<file path="src/rtl/core/rgb2s_pkg.sv">
// ----------------------------------------------------------------------------
// rgb2s_pkg
// Shared types, constants and constant tables of the rgb to spectrum block:
// gamma decode rom, fixed srgb-to-xyz matrix, term expansion schedule.
// ----------------------------------------------------------------------------
package rgb2s_pkg;

	// block dimensions
	localparam int NUM_WAVELENGTHS = 401;
	localparam int NUM_CORR_TERMS  = 20;
	localparam int NUM_BASIS_TERMS = 7;
	localparam int ADAPT_DEPTH     = 9;
	localparam int CORR_DEPTH      = 3 * NUM_CORR_TERMS;
	localparam int BASIS_DEPTH     = NUM_WAVELENGTHS * NUM_BASIS_TERMS;
	localparam int ADAPT_AW        = $clog2(ADAPT_DEPTH);
	localparam int CORR_AW         = $clog2(CORR_DEPTH);
	localparam int BASIS_AW        = $clog2(BASIS_DEPTH);

	// field widths
	localparam int WL_W    = 9;
	localparam int IDX_W   = 12;
	localparam int COEF_W  = 32;
	localparam int PIX_W   = 8;
	localparam int DATA_W  = 64;
	localparam int PROD_W  = 128;
	localparam int OUT_W   = 32;
	localparam int GAMMA_W = 23;

	// scratch store layout (64-bit data words)
	localparam int SCR_DEPTH = 32;
	localparam int SCR_AW    = $clog2(SCR_DEPTH);
	localparam logic [SCR_AW-1:0] SCR_ONE = 5'd0;   // constant one, first term
	localparam logic [SCR_AW-1:0] SCR_XYZ = 5'd1;   // adapted xyz, terms 1..3
	localparam logic [SCR_AW-1:0] SCR_MID = 5'd20;  // raw xyz, later corrected xyz
	localparam logic [SCR_AW-1:0] SCR_RGB = 5'd23;  // linear rgb, later cross terms
	localparam logic [DATA_W-1:0] DATA_ONE = 64'd65536;

	// term expansion schedule: first expansion then second expansion
	localparam int NUM_TERMS = 20;
	localparam logic [4:0] TERM1_FIRST = 5'd0;
	localparam logic [4:0] TERM1_LAST  = 5'd15;
	localparam logic [4:0] TERM2_FIRST = 5'd16;
	localparam logic [4:0] TERM2_LAST  = 5'd19;
	localparam logic [SCR_AW-1:0] TERM_A [NUM_TERMS] = '{
		5'd1, 5'd2, 5'd1, 5'd1, 5'd2, 5'd3, 5'd4, 5'd7, 5'd8, 5'd9,
		5'd4, 5'd6, 5'd1, 5'd5, 5'd1, 5'd2, 5'd20, 5'd21, 5'd20, 5'd23};
	localparam logic [SCR_AW-1:0] TERM_B [NUM_TERMS] = '{
		5'd2, 5'd3, 5'd3, 5'd1, 5'd2, 5'd3, 5'd3, 5'd1, 5'd2, 5'd3,
		5'd2, 5'd3, 5'd4, 5'd3, 5'd6, 5'd5, 5'd21, 5'd22, 5'd22, 5'd22};
	localparam logic [SCR_AW-1:0] TERM_D [NUM_TERMS] = '{
		5'd4, 5'd5, 5'd6, 5'd7, 5'd8, 5'd9, 5'd10, 5'd11, 5'd12, 5'd13,
		5'd14, 5'd15, 5'd16, 5'd17, 5'd18, 5'd19, 5'd23, 5'd24, 5'd25, 5'd26};

	// input codes
	localparam logic MODE_COEF  = 1'b0;
	localparam logic MODE_PIXEL = 1'b1;
	localparam logic [1:0] TSEL_ADAPT = 2'd0;
	localparam logic [1:0] TSEL_CORR  = 2'd1;
	localparam logic [1:0] TSEL_BASIS = 2'd2;

	typedef enum logic [1:0] {
		OP_ADAPT_WR,
		OP_CORR_WR,
		OP_BASIS_WR,
		OP_PIXEL
	} rgb2s_op_t;

	typedef struct packed {
		rgb2s_op_t          op;
		logic [IDX_W-1:0]   idx;
		logic [COEF_W-1:0]  value;
		logic [PIX_W-1:0]   red;
		logic [PIX_W-1:0]   green;
		logic [PIX_W-1:0]   blue;
	} rgb2s_item_t;

	typedef struct packed {
		logic        valid;
		rgb2s_item_t item;
	} rgb2s_head_t;

	typedef enum logic [2:0] {
		PH_SRGB,
		PH_ADAPT,
		PH_TERM1,
		PH_CORR,
		PH_TERM2,
		PH_BASIS
	} rgb2s_phase_t;

	typedef enum logic [3:0] {
		BK_IDLE,
		BK_GAMMA,
		BK_RD,
		BK_LOAD,
		BK_MUL,
		BK_SAT,
		BK_ACC,
		BK_ROUND,
		BK_WR,
		BK_OUT
	} rgb2s_bk_state_t;

	// published matrix entry times 2^24, rounded
	function automatic logic [COEF_W-1:0] q24c(input longint n);
		return COEF_W'((n * 64'sd16777216 + 64'sd5000000) / 64'sd10000000);
	endfunction

	localparam logic [COEF_W-1:0] SRGB_XYZ [ADAPT_DEPTH] = '{
		q24c(4124564), q24c(3575761), q24c(1804375),
		q24c(2126729), q24c(7151522), q24c(721750),
		q24c(193339),  q24c(1191920), q24c(9503041)};

	// q30 product
	function automatic logic [63:0] q30(input logic [63:0] a, input logic [63:0] b);
		return (a * b) >> 30;
	endfunction

	// one gamma entry, linear light times 100 in q16.16
	function automatic logic [GAMMA_W-1:0] gamma_entry(input int c);
		logic [63:0] t;
		logic [63:0] t2;
		logic [63:0] lo;
		logic [63:0] hi;
		logic [63:0] mid;
		logic [63:0] y2;
		logic [63:0] p5;
		if (c <= 10) begin
			return GAMMA_W'((64'(c) * 64'd65536000 + 64'd16473) / 64'd32946);
		end
		t  = ((64'd1000 * 64'(c) + 64'd14025) << 30) / 64'd269025;
		t2 = q30(t, t);
		lo = 64'd0;
		hi = 64'd1 << 30;
		for (int i = 0; i < 32; i++) begin
			if (lo < hi) begin
				mid = (lo + hi + 64'd1) >> 1;
				y2  = q30(mid, mid);
				p5  = q30(q30(y2, y2), mid);
				if (p5 <= t2) lo = mid;
				else hi = mid - 64'd1;
			end
		end
		return GAMMA_W'((q30(t2, lo) * 64'd100 + 64'd8192) >> 14);
	endfunction

	function automatic logic [256*GAMMA_W-1:0] gamma_build();
		logic [256*GAMMA_W-1:0] r;
		r = '0;
		for (int c = 0; c < 256; c++) r[c*GAMMA_W +: GAMMA_W] = gamma_entry(c);
		return r;
	endfunction

	localparam logic [256*GAMMA_W-1:0] GAMMA_ROM = gamma_build();

	function automatic logic [GAMMA_W-1:0] gamma_lut(input logic [PIX_W-1:0] c);
		return GAMMA_ROM[c*GAMMA_W +: GAMMA_W];
	endfunction

endpackage

</file>
<file path="src/rtl/core/rgb2s_front.sv">
// ----------------------------------------------------------------------------
// rgb2s_front
// Accepts input items, sorts them into coefficient writes and pixels, drops
// writes that hit no table entry, and queues the rest for the back end.
// ----------------------------------------------------------------------------
module rgb2s_front (
	input  logic                          clk,
	input  logic                          arst_n,
	input  logic                          in_valid,
	output logic                          in_stall,
	input  logic                          mode,
	input  logic [1:0]                    table_select,
	input  logic [rgb2s_pkg::IDX_W-1:0]   coef_index,
	input  logic [rgb2s_pkg::COEF_W-1:0]  coef_value,
	input  logic [rgb2s_pkg::PIX_W-1:0]   red,
	input  logic [rgb2s_pkg::PIX_W-1:0]   green,
	input  logic [rgb2s_pkg::PIX_W-1:0]   blue,
	output rgb2s_pkg::rgb2s_head_t        head,
	input  logic                          pop
);

	rgb2s_pkg::rgb2s_item_t items_q [2];
	rgb2s_pkg::rgb2s_item_t item;
	logic       wr_ptr_q;
	logic       rd_ptr_q;
	logic [1:0] count_q;
	logic       keep;
	logic       push;

	// classify the incoming item
	always_comb begin
		keep = 1'b1;
		item.op = rgb2s_pkg::OP_PIXEL;
		if (mode == rgb2s_pkg::MODE_COEF) begin
			case (table_select)
				rgb2s_pkg::TSEL_ADAPT: begin
					item.op = rgb2s_pkg::OP_ADAPT_WR;
					keep = 32'(coef_index) < 32'(rgb2s_pkg::ADAPT_DEPTH);
				end
				rgb2s_pkg::TSEL_CORR: begin
					item.op = rgb2s_pkg::OP_CORR_WR;
					keep = 32'(coef_index) < 32'(rgb2s_pkg::CORR_DEPTH);
				end
				rgb2s_pkg::TSEL_BASIS: begin
					item.op = rgb2s_pkg::OP_BASIS_WR;
					keep = 32'(coef_index) < 32'(rgb2s_pkg::BASIS_DEPTH);
				end
				default: begin
					keep = 1'b0;
				end
			endcase
		end
		item.idx   = coef_index;
		item.value = coef_value;
		item.red   = red;
		item.green = green;
		item.blue  = blue;
	end

	assign in_stall = count_q[1];
	assign push = in_valid && !in_stall && keep;

	// two-entry queue toward the back end
	always_ff @(posedge clk) begin
		if (push) items_q[wr_ptr_q] <= item;
	end

	always_ff @(posedge clk or negedge arst_n) begin
		if (!arst_n) begin
			wr_ptr_q <= 1'b0;
			rd_ptr_q <= 1'b0;
			count_q  <= 2'd0;
		end else begin
			if (push) wr_ptr_q <= !wr_ptr_q;
			if (pop) rd_ptr_q <= !rd_ptr_q;
			count_q <= count_q + {1'b0, push} - {1'b0, pop};
		end
	end

	assign head.valid = (count_q != 2'd0);
	assign head.item  = items_q[rd_ptr_q];

endmodule

</file>
<file path="config.mk">
export PLATFORM = sky130hd
export DESIGN_NAME = rgb2s_front
export DESIGN_NICKNAME = d
export VERILOG_FILES = /design/src/rtl/core/rgb2s_pkg.sv /design/src/rtl/core/rgb2s_front.sv
export SDC_FILE = /design/constraint.sdc
export NUM_CORES = 1
export LEC_CHECK = 0
export BUFFER_PORTS_ARGS = -buffer_cell sky130_fd_sc_hd__buf_4
export CAP_MARGIN = 40
export CORE_ASPECT_RATIO = 0.5
export CORE_MARGIN = 1.5
export CORE_UTILIZATION = 45
export DETAILED_ROUTE_END_ITERATION = 8
export GPL_TIMING_DRIVEN = 0
export PLACE_DENSITY = 0.73
export SLEW_MARGIN = 20
export SYNTH_ARGS = -nofsm -noshare
export SYNTH_HDL_FRONTEND = slang
export SYNTH_SLANG_ARGS = --single-unit
</file>
<file path="constraint.sdc">
create_clock -name clk -period 9.96 [get_ports clk]
set_clock_uncertainty 0.05 [all_clocks]
set_input_delay 1.992 -clock clk [delete_from_list [all_inputs] [get_ports clk]]
set_output_delay 1.992 -clock clk [all_outputs]
set_load 0.01 [all_outputs]
</file>
-- Word level (Yosys, flattened, before mapping)
Memories as Yosys holds them, arrays and structs flattened.
Index checks and enable logic that the tools add are counted.
- multiplexer cells: 6
- $lt $le $gt $ge: 3
- equal/unequal tests: 2
- reduce and logical (&&, ||, !) cells: 7
- add/sub/neg operators: 2
- operator list (kind ; count):
    < comparator 12 bit (second input constant) ; 1
    < comparator 12 x 4 -> 1 bit (second input constant) ; 1
    < comparator 12 x 6 -> 1 bit (second input constant) ; 1
    one-hot mux 2 bit (3 select lines) ; 1
    logical NOT 1 bit ; 3
    2-to-1 mux 1 bit ; 3
    one-hot mux 1 bit (3 select lines) ; 1
    adder 2 x 1 -> 2 bit ; 1
    equality test 2 x 1 -> 1 bit (second input constant) ; 1
    equality test 2 bit (second input constant) ; 1
    logical AND 1 bit ; 2
    logical NOT 2 bit ; 1
    2-to-1 mux 2 bit ; 1
    nonzero test 2 bit ; 1
    subtractor 2 x 1 -> 2 bit ; 1
- word-level logic and storage cells: 24
- output and inout port bits: 72
- memories: 1
- input bits: 75
- register bits after elaboration: 4
- memory bits (writable): 140
- memory list (name ; depth ; bits a word ; rd ports ; clocked after memory_dff ; wr ports ; RTL line ; RTL):
    items_q ; 2 ; 70 ; 1 ; 0 ; 1 ; rgb2s_front.sv:22 ; rgb2s_pkg::rgb2s_item_t items_q [2];

-- Longest topological paths before layout
- depth in word-level cells: 6
- gate-level depth with buffers: 9
- gate-level depth less buffers: 9

-- Least setup slack after synthesis
No wires, ideal clock.
- path kind: input-to-reg
- start: in coef_index[8] (netlist bit)
- end: mem items_q[1][0] (netlist bit), enable pin
- path buffers: 0
- library setup time: 599 ps
- stages on the path: 4
- arrival: 7702 ps
- setup slack: 1609 ps
- required time: 9311 ps
- path through: nor4_1 -> o211a_1 -> a221oi_2 -> nor3b_1
- cells in the longest elaborated chain, start to end: 6
- elaborated cells between the ends (all ways): 8
- classes of those cells: 3 x order compare; 4 x mux; 1 x reduce/logical
- ends and longest elaborated chain (what ; RTL line ; RTL):
    from (decl) ; rgb2s_front.sv:13 ; input logic [rgb2s_pkg::IDX_W-1:0] coef_index,
    < comparator 12 bit, or another cell as far along ; rgb2s_front.sv:46 ; keep = 32'(coef_index) < 32'(rgb2s_pkg::BASIS_DEPTH);
    one-hot mux 1 bit (3 select lines) (*) ; rgb2s_front.sv:35 ; case (table_select)
    2-to-1 mux 1 bit (*) ; rgb2s_front.sv:34 ; if (mode == rgb2s_pkg::MODE_COEF) begin
    logical AND 1 bit (*) ; rgb2s_front.sv:61 ; assign push = in_valid && !in_stall && keep;
    2-to-1 mux 1 bit (*) ; rgb2s_front.sv:65 ; if (push) items_q[wr_ptr_q] <= item;
    2-to-1 mux 1 bit (not written as such) (*) ; rgb2s_front.sv:65 ;
    to (decl) ; rgb2s_front.sv:22 ;
Mark *: on every way between the ends. The rest lies on a longest branch, timed or not.

-- Worst setup path after layout
- start: in coef_index[8] (netlist bit)
- end: mem items_q[1][46] (netlist bit), enable pin
Same word-level chain as after synthesis.

==> results.toml <==
[clocking]
cts_max_level = 4
cts-buffers-inserted = 17
clkLatencyLatePin_ns = 0.40
cts_tree = "built"
ctsResizeCount = 0
postCtsHoldBufs = 0
clkTransAtPathRegs_ns = 0.06
cts_root_buf = "clkbuf_16"
cts_setup_buffers = 0
clock_sinks = 144
cts.path.max_buffers = 2

[floorplan]
die_w_um = 158
fp.dieArea_um2 = 12800
rows = 28
die_h_um = 80.7
core_um2 = 11800
num_io_pins = 147
initial_utilization_pct = 46.1

[critical_path]
cp_max_fo = 10
worst_setup_path_end_kind = "flop"
rr_worst_depth = 7
path_depth = 10
crit_slowest_cell = "nor3b_2"
crit_buf_inv = 6
cpPeakStageDelay_ns = 0.42
start_kind = "primary input"
cp.arrival_ns = 4.16
crit_type = "in -> reg"
critPathRequiredTime_ns = 10.02
cp_cell_sequence = "buf_4 > nor4_1 > o211a_1 > a221oi_2 > nor3b_2 > buf_6 > buf_4 > buf_6 > buf_6 > buf_4"
critical_path.top_delay_family = "buffers and inverters"

[grt]
antenna_found_initial = 0
grt_start_max_net_pins = 17
track_usage_pct = 17.5
grt_pass1_vias = 3143
grt_overflow = 0
grt_pass1_wl_mm = 16.2

[worst_hold_path]
hold_class = "reg -> reg"
hold_depth = 1

[timing]
slew_headroom_pct = 72.3
min_period_over_period_pct = 41.1
clock.fmax_ghz = 0.244
period_minus_slack_ns = 4.09
finalSetupViolations = 0
setup_slack_ns = 5.87
tightest_slew_ns = 0.414
slew_violations = 0
hold_violations = 0
rsz0062_at_grt = "false"

[route]
avgViaCountPerCell = 4.84
wl_mm = 10.6
drtIter0Drc = 117
firstDrtPassIters = 6
drc = 0
wire_per_inst_um = 17.1
vias = 3007
ant_nets = 0

[pwr]
power_leakage_uw = 0.00285
p_total_uw = 2000
ir_drop_v = 0.000116
power.density_nw_per_um2 = 265

[synthesis]
synth_cells = 259
synth_nets = 336
ys_warn_count = 0
syn-cell-area_um2 = 5430
synth_cell_types = 31
synth_area_per_cell_um2 = 21.0
ys_seq_area_share_pct = 79.3
ys_seq_elements = 144

[run_status]
outcome = "finished clean"

[placement]
io_buffers = 146
placed_cells = 589
pre_cts_slack_ns = 5.44
finalWeightedCongestion = 0.710
place_hpwl_mm = 7.52

[final_layout]
stdcell_count = 621
drive_gt1_share_pct = 61.2
fin_nets = 520
diodes = 0
nFillCells = 865
areaGrowthSynthToFinish_pct = 39.3

[run]
max_cap_violations = 0
[registers in the layout, summed over array words and instances, names as in the netlist]
name	count
count_q	2
items_q	140
rd_ptr_q	1
wr_ptr_q	1
[stage by stage]
stage	setup TNS [ns]	util (%)	cell area, um2	hold slack, ns
floorplan	0	-	5430	0.420
global placement	-205.46	57.2	6730	0.446
detailed placement	0	58.7	6910	0.446
CTS	0	64.2	7560	0.461
global route	0	64.2	7560	0.480
finish	0	64.2	7560	0.456
[Yosys cell counts]
cell type,number,area share [%]
a211o_1,1,0.16
a21bo_2,1,0.18
a221oi_2,1,0.28
a311oi_1,1,0.16
a31oi_1,1,0.12
and4b_1,1,0.18
buf_2,7,0.65
clkbuf_1,1,0.069
dfrtp_1,4,1.8
edfxtp_1,140,77
ha_1,2,0.46
inv_1,1,0.069
mux2_2,71,15
nand2_1,1,0.069
nand2b_1,2,0.23
nand3_1,3,0.28
nand4_4,1,0.39
nand4bb_1,1,0.21
nor2_1,2,0.14
nor2b_1,1,0.12
nor3_1,2,0.18
nor3b_1,1,0.14
nor4_1,2,0.23
o211a_1,1,0.18
o211ai_1,1,0.14
o21ba_1,1,0.18
or2_1,1,0.12
or2_2,3,0.35
or3_4,1,0.21
xnor2_1,2,0.32
xor2_1,1,0.16
[layout make-up]
| cell class | count | area (um2) | share of cell area (%) |
|---|---|---|---|
| Buffer | 8 | 38.8 | 0.513 |
| Multi-Input combinational cell | 106 | 1090 | 14.4 |
| Clock inverter | 13 | 216 | 2.86 |
| Timing Repair Buffer | 165 | 1270 | 16.8 |
| Clock buffer | 19 | 433 | 5.72 |
| Tap cell | 165 | 206 | 2.73 |
| Sequential cell | 144 | 4300 | 56.9 |
| Inverter | 1 | 3.75 | 0.0496 |
[power by group]
part / switching (uW) / total, uW / internal, uW / leakage (uW)
clock network: 228 / 694 / 466 / 0.000309
registers: 17.9 / 762 / 744 / 0.00132
logic: 253 / 549 / 296 / 0.00123
total: 498 / 2000 / 1510 / 0.00285
[cells in the final DEF (no fill, tap or decap), types with 3 or more instances in the layout]
cell type	count
buf_2	7
buf_4	157
buf_6	8
bufinv_16	6
clkbuf_1	3
clkbuf_16	17
clkinv_1	3
dfrtp_1	4
edfxtp_1	140
mux2_2	71
nand3_1	3
or2_2	3
[metal layers]
| layer | track usage, % | vias to the layer above | share of wire, % |
|---|---|---|---|
| li1 | - | 1400 | - |
| met1 | 20.0 | 1520 | 40 |
| met2 | 31.0 | 68 | 54 |
| met3 | 4.75 | 19 | 3.6 |
| met4 | 8.32 | 0 | 1.7 |
| met5 | 0 | - | 0 |
[kinds of logic after synthesis]
kind of cell / after synthesis / synth area share, %
compound gates: 8 / 1.41
xor+xnor: 3 / 0.484
fa+ha+maj: 2 / 0.461
buf+inv: 9 / 0.784
flops: 144 / 79.3
mux: 71 / 14.7
simple gates: 22 / 2.84
[worst paths after layout]
path	start	to	slack (ns)
setup / recovery	coef_index[8]	items_q[1][46]	5.87
hold / removal	count_q[0]	count_q[0]	0.46
setup reg to reg	count_q[1]	items_q[1][46]	7.60
hold reg to reg	count_q[0]	count_q[0]	0.46
max in group asynchronous	arst_n	rd_ptr_q	8.44
min in group asynchronous	arst_n	count_q[0]	1.32
(Power assumes the default switching activity.)
